File: src/sv/cgds_pkg.sv
// ============================================================================
// cgds_pkg
// Shared constants, types and helpers for the coverage grid disc stamp.
// ============================================================================
`default_nettype none

package cgds_pkg;

  // Grid geometry and stamp shape
  localparam int GRID_WIDTH      = 2048;
  localparam int GRID_HEIGHT     = 2048;
  localparam int CELLS_PER_METRE = 25;
  localparam int STAMP_HALF      = 5;
  localparam int CELL_MAX        = 100;

  // Fixed field widths
  localparam int CELL_W     = 7;
  localparam int POS_W      = 16;
  localparam int FRAC_W     = 8;
  localparam int IN_CELL_W  = 11;
  localparam int STEP_W     = 8;
  localparam int RAD_W      = 6;
  localparam int CFG_IDX_W  = 2;
  localparam int CFG_DATA_W = 8;
  localparam int OUT_CNT_W  = 7;

  // Derived sizes
  localparam int GRID_DEPTH = GRID_WIDTH * GRID_HEIGHT;
  localparam int ADDR_W     = $clog2(GRID_DEPTH);
  localparam int COL_W      = $clog2(GRID_WIDTH);
  localparam int ROW_W      = $clog2(GRID_HEIGHT);
  localparam int GRID_MAX   = (GRID_WIDTH > GRID_HEIGHT) ? GRID_WIDTH : GRID_HEIGHT;

  localparam int WIN        = 2 * STAMP_HALF + 1;
  localparam int WIN_CELLS  = WIN * WIN;
  localparam int CNT_W      = $clog2(WIN_CELLS + 1);
  localparam int OFS_W      = $clog2(STAMP_HALF + 1) + 1;
  localparam int DIST_W     = $clog2(2 * STAMP_HALF * STAMP_HALF + 1);

  localparam int ROUND_HALF = 1 << (FRAC_W - 1);
  localparam int MAG_MAX    = (1 << (POS_W - 1)) * CELLS_PER_METRE + ROUND_HALF;
  localparam int MAG_W      = $clog2(MAG_MAX + 1);
  localparam int R_MAX      = MAG_MAX >> FRAC_W;
  localparam int CRD_MAX    = R_MAX + GRID_MAX / 2 + STAMP_HALF + GRID_MAX;
  localparam int CRD_W_RAW  = $clog2(CRD_MAX + 1) + 1;
  localparam int CRD_W      = (CRD_W_RAW > IN_CELL_W + 1) ? CRD_W_RAW : IN_CELL_W + 1;

  localparam int SUM_W      = STEP_W + 2;

  // Command and reply codes
  localparam logic FUNC_STAMP  = 1'b0;
  localparam logic FUNC_READ   = 1'b1;
  localparam logic REPLY_STAMP = 1'b0;
  localparam logic REPLY_READ  = 1'b1;

  // Register indexes
  localparam logic [CFG_IDX_W-1:0] CFG_INSIDE_STEP  = 2'd0;
  localparam logic [CFG_IDX_W-1:0] CFG_OUTSIDE_STEP = 2'd1;
  localparam logic [CFG_IDX_W-1:0] CFG_RADIUS_SQ    = 2'd2;

  typedef enum logic [2:0] {
    ST_CLEAR,
    ST_IDLE,
    ST_CENTRE,
    ST_START,
    ST_DRAIN
  } state_t;

  typedef struct packed {
    logic signed [STEP_W-1:0] inside_step;
    logic signed [STEP_W-1:0] outside_step;
    logic [RAD_W-1:0]         radius_sq;
  } cfg_t;

  typedef struct packed {
    logic                    start;
    logic                    single;
    logic signed [CRD_W-1:0] cx;
    logic signed [CRD_W-1:0] cy;
  } walk_cmd_t;

  typedef struct packed {
    logic              vld;
    logic              modify;
    logic              in_disc;
    logic [ADDR_W-1:0] addr;
  } cell_req_t;

  typedef struct packed {
    logic             busy;
    logic [CNT_W-1:0] count;
  } walk_stat_t;

  typedef struct packed {
    logic              clearing;
    logic              busy;
    logic              rd_strobe;
    logic [CELL_W-1:0] rd_value;
  } rmw_stat_t;

  // Q7.8 metres to whole cells, rounded half away from zero
  function automatic logic signed [CRD_W-1:0] to_cells(input logic signed [POS_W-1:0] p);
    logic [POS_W:0]   mag;
    logic [MAG_W-1:0] prod;
    logic [CRD_W-1:0] r;
    mag  = p[POS_W-1] ? ((POS_W + 1)'(0) - {p[POS_W-1], p}) : {1'b0, p};
    prod = MAG_W'(mag) * MAG_W'(CELLS_PER_METRE);
    r    = CRD_W'((prod + MAG_W'(ROUND_HALF)) >> FRAC_W);
    return p[POS_W-1] ? -$signed(r) : $signed(r);
  endfunction

endpackage

`default_nettype wire

File: src/sv/cgds_walk.sv
// ============================================================================
// cgds_walk
// Window walker: steps over the stamp window (or the centre cell alone), one
// cell a cycle, and turns each in-grid cell into a grid address and disc flag.
// ============================================================================
`default_nettype none

module cgds_walk import cgds_pkg::*; (
  input  logic       clk,
  input  logic       rst_n,
  input  walk_cmd_t  cmd,
  input  cfg_t       cfg,
  output cell_req_t  req,
  output walk_stat_t stat
);

  logic                    act_r, act_nxt;
  logic                    single_r, single_nxt;
  logic signed [CRD_W-1:0] cx_r, cx_nxt;
  logic signed [CRD_W-1:0] cy_r, cy_nxt;
  logic signed [OFS_W-1:0] dx_r, dx_nxt;
  logic signed [OFS_W-1:0] dy_r, dy_nxt;
  logic [CNT_W-1:0]        cnt_r, cnt_nxt;

  logic                    b_vld_r, b_mod_r, b_in_r;
  logic [COL_W-1:0]        b_col_r;
  logic [ROW_W-1:0]        b_row_r;
  cell_req_t               req_r, req_nxt;

  logic signed [CRD_W-1:0]   xx, yy;
  logic                      in_grid;
  logic signed [2*OFS_W-1:0] dx_sq, dy_sq;
  logic [DIST_W-1:0]         dist_sq;
  logic                      last;

  always_comb begin
    xx      = cx_r + {{(CRD_W - OFS_W){dx_r[OFS_W-1]}}, dx_r};
    yy      = cy_r + {{(CRD_W - OFS_W){dy_r[OFS_W-1]}}, dy_r};
    in_grid = act_r && !xx[CRD_W-1] && !yy[CRD_W-1]
              && (xx < $signed(CRD_W'(GRID_WIDTH)))
              && (yy < $signed(CRD_W'(GRID_HEIGHT)));
    dx_sq   = dx_r * dx_r;
    dy_sq   = dy_r * dy_r;
    dist_sq = dx_sq[DIST_W-1:0] + dy_sq[DIST_W-1:0];
    last    = single_r || ((dx_r == OFS_W'(STAMP_HALF)) && (dy_r == OFS_W'(STAMP_HALF)));
  end

  // Walk counters: dy inner, dx outer
  always_comb begin
    act_nxt    = act_r;
    single_nxt = single_r;
    cx_nxt     = cx_r;
    cy_nxt     = cy_r;
    dx_nxt     = dx_r;
    dy_nxt     = dy_r;
    cnt_nxt    = cnt_r;
    if (cmd.start) begin
      act_nxt    = 1'b1;
      single_nxt = cmd.single;
      cx_nxt     = cmd.cx;
      cy_nxt     = cmd.cy;
      dx_nxt     = cmd.single ? OFS_W'(0) : OFS_W'(-STAMP_HALF);
      dy_nxt     = cmd.single ? OFS_W'(0) : OFS_W'(-STAMP_HALF);
      cnt_nxt    = '0;
    end else if (act_r) begin
      if (in_grid) begin
        cnt_nxt = cnt_r + CNT_W'(1);
      end
      if (last) begin
        act_nxt = 1'b0;
      end else if (dy_r == OFS_W'(STAMP_HALF)) begin
        dy_nxt = OFS_W'(-STAMP_HALF);
        dx_nxt = dx_r + OFS_W'(1);
      end else begin
        dy_nxt = dy_r + OFS_W'(1);
      end
    end
  end

  always_comb begin
    req_nxt.vld     = b_vld_r;
    req_nxt.modify  = b_mod_r;
    req_nxt.in_disc = b_in_r;
    req_nxt.addr    = ADDR_W'(b_row_r) * ADDR_W'(GRID_WIDTH) + ADDR_W'(b_col_r);
  end

  always_ff @(posedge clk) begin
    if (!rst_n) begin
      act_r     <= 1'b0;
      cnt_r     <= '0;
      b_vld_r   <= 1'b0;
      req_r.vld <= 1'b0;
    end else begin
      act_r     <= act_nxt;
      cnt_r     <= cnt_nxt;
      b_vld_r   <= in_grid;
      req_r     <= req_nxt;
    end
  end

  always_ff @(posedge clk) begin
    single_r      <= single_nxt;
    cx_r          <= cx_nxt;
    cy_r          <= cy_nxt;
    dx_r          <= dx_nxt;
    dy_r          <= dy_nxt;
    b_mod_r       <= !single_r;
    b_in_r        <= (32'(dist_sq) <= 32'(cfg.radius_sq));
    b_col_r       <= xx[COL_W-1:0];
    b_row_r       <= yy[ROW_W-1:0];
  end

  assign req        = req_r;
  assign stat.busy  = act_r | b_vld_r | req_r.vld;
  assign stat.count = cnt_r;

  a_count_bound: assert property (@(posedge clk) disable iff (!rst_n)
    32'(cnt_r) <= WIN_CELLS)
    else $error("walk count beyond window size");

endmodule

`default_nettype wire

File: config.mk
export PLATFORM = sky130hd
export DESIGN_NAME = cgds_walk
export DESIGN_NICKNAME = d
export VERILOG_FILES = /design/src/sv/cgds_pkg.sv /design/src/sv/cgds_walk.sv
export SDC_FILE = /design/constraint.sdc
export NUM_CORES = 1
export LEC_CHECK = 0
export BUFFER_PORTS_ARGS = -buffer_cell sky130_fd_sc_hd__buf_2
export CORE_UTILIZATION = 60
export DETAILED_ROUTE_END_ITERATION = 10
export GPL_ROUTABILITY_DRIVEN = 1
export GPL_TIMING_DRIVEN = 0
export PLACE_DENSITY = 0.84
export SETUP_SLACK_MARGIN = 0.4
export SLEW_MARGIN = 20
export SYNTH_ARGS = -nofsm -noshare
export SYNTH_HDL_FRONTEND = slang
export SYNTH_SLANG_ARGS = --single-unit
File: constraint.sdc
create_clock -name clk -period 9.7 [get_ports clk]
set_input_delay 1.94 -clock clk [delete_from_list [all_inputs] [get_ports clk]]
set_output_delay 1.94 -clock clk [all_outputs]
set_load 0.005 [all_outputs]
==> Yosys cells after proc, flatten, opt, wreduce, memory -nomap -nowiden <==
Index checks and enable logic that the tools add are counted.
{ "word_totals": {"regBits": 95, "latchBits": 0, "ram_bits": 0, "romBits": 0, "in_bits": 54, "output_inout_bits": 33, "wordCells": 61, "n_memories": 0} }
{ "op_classes": {"addsub": 7, "n_mul": 2, "div_mod_pow": 0, "order_cmp": 3, "n_eq_ne": 3, "n_shift": 0, "muxes": 12, "n_bitwise": 3, "reduce_logical": 15} }
{ "op_table": {"columns": ["cell", "count"], "rows": [
  ["$mux W4", 9],
  ["$add A14 B14 Y14", 2],
  ["$lt A14 B13 Y1 const B", 2],
  ["$add A22 B11 Y22", 1],
  ["$mul A4 B4 Y6", 2],
  ["$add A4 B2 Y4 const B", 2],
  ["$eq A4 B4 Y1 const B", 2],
  ["$add A7 B1 Y7 const B", 1],
  ["$add A6 B6 Y6", 1],
  ["$le A6 B6 Y1", 1],
  ["$logic_and A1 B1 Y1", 5],
  ["$reduce_and A2 Y1", 2],
  ["$reduce_bool A2 Y1", 2],
  ["$logic_not A1 Y1", 3],
  ["$mux W1", 3],
  ["$reduce_and A3 Y1", 1],
  ["$ne A2 B2 Y1 const B", 1],
  ["$or A1 B1 Y1", 2],
  ["$reduce_or A2 Y1", 1],
  ["$logic_or A1 B1 Y1", 1],
  ["$not A1 Y1", 1]
]} }

==> Longest topological paths before layout <==
Gate-level depths: netlist of run 1.
{ "depth": {"word_depth": 7, "ltp_mapped": 17} }

==> Worst setup path before layout of run 1 <==
OpenSTA, ideal clock, no wires.
{ "synth_path": {"kind": "register -> register", "startpoint": "register dy_r[3]", "endpoint": "register b_in_r", "t_arrival_ps": 4422, "required_ps": 9625, "slack_ps": 5203, "stages_incl_launch_ff": 16, "period_less_slack_ps": 4497, "cell_sequence": "edfxtp_1 > clkbuf_1 > nand2_1 > fa_1 > inv_1 > fa_1 > fa_1 > inv_1 > fa_1 > inv_1 > ha_1 > a31oi_1 > xnor2_1 > ha_1 > nor2b_1 > o22ai_1"} }
{ "synth_via": {"elab_chain_cells": 3} }
{ "synth_lines": {"columns": ["item", "line_no", "rtl"], "rows": [
  ["from (decl)", "cgds_walk.sv:22", "logic signed [OFS_W-1:0] dy_r, dy_nxt;"],
  ["from (signal assigned)", "cgds_walk.sv:106", "dy_r <= dy_nxt;"],
  ["$mul A4 B4 Y6", "cgds_walk.sv:43", "dy_sq = dy_r * dy_r;"],
  ["$add A6 B6 Y6", "cgds_walk.sv:44", "dist_sq = dx_sq[DIST_W-1:0] + dy_sq[DIST_W-1:0];"],
  ["$le A6 B6 Y1", "cgds_walk.sv:108", "b_in_r <= (32'(dist_sq) <= 32'(cfg.radius_sq));"],
  ["to (signal assigned)", "cgds_walk.sv:108", null],
  ["to (decl)", "cgds_walk.sv:25", "logic b_vld_r, b_mod_r, b_in_r;"]
]} }
No other way between the ends.
A chain may end at the register's enable or synchronous reset.

==> Final worst setup path of run 1 <==
Ends and elaborated chain as after synthesis.

==> results by group, run 1 <==
Run status
  • Status: complete, no violations

Setup path
  • Worst path bufs/invs: 4
  • Crit-path max cell delay: 0.81 ns
  • Critical-path cell list: clkbuf_1 -> nand2_1 -> fa_1 -> inv_1 -> fa_1 -> fa_1 -> inv_1 -> fa_1 -> inv_1 -> ha_1 -> a31oi_1 -> xnor2_1 -> ha_1 -> nor2b_1 -> o22ai_1
  • Cell family with most CP delay: adder cells
  • RR Startpoint: dy_r[3]
  • Worst setup EP type: flip-flop
  • Most used cell, CP: fa_1
  • Crit start category: flip-flop
  • Reg2reg setup slack: 4.64 ns
  • Critical path origin: dy_r[3]
  • Slowest CP cell: edfxtp_1
  • WS Path Type: reg2reg
  • Crit path to: b_in_r
  • Critical Path Fanout Max: 19
  • Crit path depth: 15
  • Crit path DAT: 5.36 ns
  • Worst R2R End: b_in_r
  • Worst Reg-to-Reg Cells: 15
  • Worst Path Required: 10.00 ns

Timing
  • Worst slew margin: 47.6%
  • PnR worst setup slack: 4.64 ns
  • Highest clock rate: 198 MHz
  • RSZ-0062 raised after global routing: no
  • Slew @ Worst Pin: 0.786 ns
  • Final Max Tran Viols: 0
  • Final setup viols: 0
  • Final setup TNS: 0 ns
  • Final setup skew: 0.0125 ns
  • Tmin final: 5.06 ns
  • Period utilization: 52.2%
  • Hold Fails Final Rpt: 0

Detailed routing
  • 1st-iter DRT viols: 135
  • DR vias/cell: 5.51
  • Routed Antenna Nets: 0
  • Post-DR wirelength/cell: 14.6 um
  • Final wirelength: 9.55 mm
  • DRC viols: 0
  • Via Count: 3612
  • Pre-antenna DRT Iters: 4

Hold path
  • Worst hold path class: reg2reg
  • Hold Path Cell Cnt: 0
  • HP Start: b_row_r[10]

Power
  • LEAKAGE: 2.53 nW
  • Worst VDD drop: 169 uV
  • Total Power: 0.00126 W
  • Power density cells: 214 nW/um^2

Floorplanning
  • I/O pin cnt: 87
  • DIE HEIGHT: 95.4 um
  • Core Area: 8340 sq um
  • Initial Util: 62.7%
  • Std-Cell Rows: 33
  • DIE AREA: 9090 sq um
  • Chip width: 95.4 um

Layout
  • Fill cells: 582
  • ANT cells: 0
  • Area delta synth->final: 12.8%
  • Layout cell share with drive strength beyond 1: 17.8%
  • Nets: 668
  • Commonest non-fill, non-tap cell in the layout: buf_2
  • Most frequent cells in the layout: buf_2 (72), edfxtp_1 (61), ha_1 (51)
  • Finished Layout Cells: 656

CTS
  • TritonCTS buffer count: 9
  • Clock tree buffer depth: 2
  • CTS clock-pin slew for the worst setup and hold paths: 0.09 ns
  • Post-cts resize count: 0
  • CTS sink count: 95
  • Clock root buffer: clkbuf_8
  • TritonCTS clock tree: built
  • Post-CTS Setup Repair Bufs: 0
  • H-tree Lvls: 3
  • Cts hold-fix bufs: 0
  • Worst-Skew Late Latency: 0.37 ns

Yosys
  • Cell Area, Synth: 5230 sq um
  • Synth area leaders: edfxtp_1 (35%), dfxtp_1 (13%), ha_1 (12%)
  • Synth async-reset ratio: 0%
  • Post-synth top area cell: edfxtp_1
  • Top cell type's share of synthesized area: 35.0%
  • Synth warn: 0
  • EDFF count, synth: 61
  • Number of synthesized register bits: 95
  • Avg Cell Area, Syn: 11.2 sq um
  • Register area share after synthesis: 48.0%
  • Synth Net Count: 587
  • Netlist cell types: 48
  • Syn Inst Count: 465
  • Post-synth top flop: edfxtp_1

Global routing
  • Grt ovf: 0
  • Largest net degree at the start of global routing: 35
  • Initial antenna violation count: 0
  • Vias in the first global route: 3511
  • First-pass GRT wire length: 15.3 mm
  • Overall routing resource usage: 22.5%

Placed design
  • Dpl hpwl: 7.35 mm
  • Inst Count DP: 640
  • GPL Wtd Cong: 0.862
  • Port Buf Inserts: 70
  • Setup slack after placement: 4.69 ns

Job
  • Max Cap Violations: 0
==> worst register-to-register path: cells and delay by family, from the launching register on <==
family | cells | cell delay [ns]
AOI/OAI and AO/OA | 2 | 0.35
and+or+nand+nor | 2 | 0.33
DFF | 1 | 0.81
adders and majority gates | 6 | 2.76
xor gates and xnor gates | 1 | 0.16
buffers and inverters | 4 | 0.61
==> flip-flops by register name, summed over array words and instances (netlist names) <==
name / count
req: 25
cx_r: 14
cy_r: 14
b_col_r: 11
b_row_r: 11
cnt_r: 7
dx_r: 4
dy_r: 4
act_r: 1
b_in_r: 1
b_mod_r: 1
b_vld_r: 1
single_r: 1
==> cell families (layout without fill, tap and decap cells) <==
logic type | Yosys count | in the layout | share of synthesized area [%]
fa+ha+maj | 68 | 68 | 18.7
xor+xnor | 40 | 40 | 6.70
compound gates | 93 | 93 | 11.9
simple gates | 110 | 110 | 10.0
mux | 3 | 3 | 0.574
buf+inv | 56 | 142 | 4.07
flops | 95 | 95 | 48.0
==> through the flow <==
stage / hold WS (ns) / utilization (%) / instance area [sq um]
after detailed placement: 0.390 / 68.5 / 5710
final: 0.411 / 70.7 / 5900
after global placement: 0.386 / 68.5 / 5710
after floorplan: 0.386 / - / 5230
after CTS: 0.408 / 70.7 / 5900
after global routing: 0.414 / 70.7 / 5900
==> power by group <==
part,switching [W],leakage [nW],internal (W),total (W)
combinational,0.000256,1.55,0.000233,0.000489
sequential,0.0000233,0.879,0.000504,0.000527
clock,0.000146,0.0980,0.0000990,0.000245
==> cells in the mapped netlist (10+ instances only) <==
master     n
nor2_1    35
dfxtp_1   34
edfxtp_1  61
a21oi_1   25
nand3_1   10
inv_1     48
o21ai_0   15
o21a_1    12
fa_1      17
nand2_1   24
xnor2_1   33
ha_1      51
==> metal layers <==
layer	track usage [%]	share of wire [%]	routed length, um
met1	25.4	41	3910
met2	41.7	54	5150
met3	3.19	3.5	339
met4	9.85	1.6	157
met5	0	0	0
==> how the worst min path moves through the flow <==
stage | slack (ns) | to
CTS | 0.41 | req[18]
floorplan | 0.39 | req[0]
finish | 0.41 | req[21]
detailed placement | 0.39 | req[21]
global route | 0.41 | req[8]
global placement | 0.39 | req[19]
==> layout make-up <==
cell class | instances | area (sq um) | share of cell area (%)
flip-flops and latches | 95 | 2510 | 42.6
multi-input cells | 314 | 2500 | 42.5
repair buffers | 70 | 350 | 5.94
inverters | 48 | 180 | 3.06
well taps | 105 | 131 | 2.23
clock buffers | 9 | 124 | 2.10
clock inverters | 7 | 62.6 | 1.06
plain buffers | 8 | 32.5 | 0.552
No activity file was read; power rests on OpenSTA's default activity.
==> inputs of run 2 (changes only) <==
--- a/config.mk
+++ b/config.mk
@@ -6,11 +6,11 @@
 export NUM_CORES = 1
 export LEC_CHECK = 0
 export BUFFER_PORTS_ARGS = -buffer_cell sky130_fd_sc_hd__buf_2
-export CORE_UTILIZATION = 60
+export CORE_UTILIZATION = 57
 export DETAILED_ROUTE_END_ITERATION = 10
 export GPL_ROUTABILITY_DRIVEN = 1
 export GPL_TIMING_DRIVEN = 0
-export PLACE_DENSITY = 0.84
+export PLACE_DENSITY = 0.81
 export SETUP_SLACK_MARGIN = 0.4
 export SLEW_MARGIN = 20
 export SYNTH_ARGS = -nofsm -noshare
==> constraint.sdc (replaced) <==
create_clock -name clk -period 4.95 [get_ports clk]
set_input_delay 0.99 -clock clk [delete_from_list [all_inputs] [get_ports clk]]
set_output_delay 0.99 -clock clk [all_outputs]
set_load 0.005 [all_outputs]
==> run 2 against run 1 <==
Total power is 96% higher. Critical path depth grew 1. Largest cell class is now multi-input gates. Register-to-register slack worse by 4.0 ns. Combinational power up 99%. The flow now finishes with violations (design-rule violations).
==> results by group, run 2 (synthesis gave the netlist of run 1 again) <==
Layout
  • Layout cell share with drive strength beyond 1: 20.0% (+2.2 points)
  • Nets: 676 (+1.2%)
  • Area delta synth->final: 14.6%
  • Multi-input logic area: 2520 sq um (+0.80%)
  • Flip-flop and latch area: 2510 sq um (unchanged)
  • Commonest non-fill, non-tap cell in the layout: buf_2
  • Max FFs per register: 25 (unchanged)
  • ANT cells: 0 (unchanged)
  • Most frequent cells in the layout: buf_2 (72), edfxtp_1 (61), ha_1 (50)
  • Fill cells: 669 (+15%)

Global routing
  • First-pass GRT wire length: 15.8 mm (+3.2%)
  • Vias in the first global route: 3591 (+2.3%)
  • Overall routing resource usage: 21.1% (-1.4 points)
  • Grt ovf: 0 (unchanged)
  • Met1 Resource Use GR: 25.3% (-0.15 points)
  • Busiest grt layer: met2
  • M2 GR Usage: 38.0% (-3.6 points)
  • M3 GR Usage: 4.29% (+1.1 points)
  • Largest net degree at the start of global routing: 35 (unchanged)
  • Initial antenna violation count: 0 (unchanged)

Timing
  • Final Max Tran Viols: 0 (unchanged)
  • Worst slew margin: 45.9% (-1.7 points)
  • RSZ-0062 raised after global routing: no
  • Tmin final: 4.32 ns (-0.740 ns)
  • Highest clock rate: 231 MHz (+17%)
  • Final setup skew: 0.0117 ns (-0.000783 ns)
  • Final setup viols: 0 (unchanged)
  • Hold Fails Final Rpt: 0 (unchanged)
  • Fin Hold WS: 0.409 ns (-0.00201 ns)
  • Period utilization: 87.3% (+35 points)
  • Slew @ Worst Pin: 0.811 ns (+0.0253 ns)
  • PnR worst setup slack: 0.628 ns (-4.01 ns)

CTS
  • H-tree Lvls: 3 (unchanged)
  • CTS clock-pin slew for the worst setup and hold paths: 0.09 ns (about the same)
  • TritonCTS clock tree: built
  • CTS sink count: 95 (unchanged)
  • Clock root buffer: clkbuf_8
  • Worst-Skew Late Latency: 0.36 ns (about the same)
  • Clock tree buffer depth: 2 (unchanged)
  • TritonCTS buffer count: 9 (unchanged)

Detailed routing
  • Post-DR wirelength/cell: 14.2 um (-2.4%)
  • Via Count: 3632 (+0.55%)
  • DRC viols: 8 (+8)
  • Final wirelength: 9.48 mm (-0.75%)
  • 1st-iter DRT viols: 164 (+21%)
  • DR vias/cell: 5.45 (-1.1%)
  • Routed Antenna Nets: 0 (unchanged)
  • Pre-antenna DRT Iters: 8 (+4)

Floorplanning
  • Initial Util: 59.4% (-3.3 points)
  • DIE HEIGHT: 97.8 um (+2.5%)
  • DIE AREA: 9560 sq um (+5.2%)
  • Core Area: 8810 sq um (+5.6%)
  • Std-Cell Rows: 34 (+3.0%)
  • Chip width: 97.8 um (+2.5%)
  • I/O pin cnt: 87 (unchanged)

Hold path
  • Worst hold path class: reg2reg

Setup path
  • Crit start category: flip-flop
  • Worst setup EP type: flip-flop
  • WS Path Type: reg2reg
  • Worst Path Required: 5.24 ns (-4.76 ns)
  • Crit path DAT: 4.61 ns (-0.75 ns)
  • Critical Path Fanout Max: 9 (-10)

Power
  • Worst VDD drop: 275 uV (+63%)
  • LEAKAGE: 2.58 nW (+2.2%)
  • Power density cells: 414 nW/um^2 (+93%)

Run status
  • Status: finished, violations left
  • Failing checks: design-rule violations

Placed design
  • Setup slack after placement: -0.148 ns (-4.84 ns)
  • GPL Wtd Cong: 0.840 (-2.5%)
  • Port Buf Inserts: 70 (unchanged)
  • Dpl hpwl: 7.03 mm (-4.2%)

Job
  • Max Cap Violations: 0 (unchanged)
[run 2: report_power, final]
group | internal [W] | switching (W)
Combinational | 0.000466 | 0.000510
Clock | 0.000195 | 0.000284
Sequential | 0.000988 | 0.0000364
Total | 0.00165 | 0.000830
[run 2: worst max-delay path: stages (launching register included)]
cell,delay (ns)
edfxtp_1,0.39
clkbuf_4,0.22
nand2_1,0.12
fa_1,0.51
inv_1,0.06
fa_1,0.51
fa_1,0.57
inv_1,0.06
fa_1,0.47
xnor2_2,0.16
xnor2_1,0.17
xnor2_1,0.16
xnor2_1,0.16
xnor2_1,0.16
ha_1,0.27
nor2b_1,0.13
o22ai_1,0.14
[run 2: metrics by stage]
| stage | total power [W] | instances | cell area (sq um) | setup TNS, ns | util (%) |
|---|---|---|---|---|---|
| floorplan | 0.00177 | 465 | 5230 | 0 | - |
| finish | 0.00248 | 667 | 5990 | 0 | 68.0 |
| CTS | 0.00249 | 663 | 5930 | 0 | 67.4 |
| global route | 0.00267 | 667 | 5990 | 0 | 68.0 |
| global placement | 0.00195 | 643 | 5710 | -0.0156 | 64.9 |
| detailed placement | 0.00201 | 643 | 5710 | -0.148 | 64.9 |
[run 2: layout make-up]
cell class | instances | area share [%]
well taps | 108 | 2.26
clock inverters | 7 | 1.04
clock buffers | 9 | 2.07
flip-flops and latches | 95 | 41.9
inverters | 48 | 3.01
plain buffers | 8 | 0.647
repair buffers | 78 | 6.91
multi-input cells | 314 | 42.1
[run 2: path summary, 6_finish.rpt]
kind,startpoint,to,slack (ns),depth (start not counted)
worst max-delay path,dy_r[3],b_in_r,0.63,16
worst min-delay path,b_col_r[7],req[7],0.41,0
worst max register to register,dy_r[3],b_in_r,0.63,16
worst min register to register,b_col_r[7],req[7],0.41,0
[run 2: layer usage]
metal  vias to the layer above  share of wire (%)
met2                        82                 54
li1                       1822                  -
met4                         0                1.2
met1                      1718                 42
met5                         -                  0
met3                        10                3.2
[run 2: timing repair]
action	in CTS	in global routing
gates resized for setup	2	9
pin swaps	0	1
setup buffers	4	4
hold buffers	0	0
setup endpoints to repair	1	1
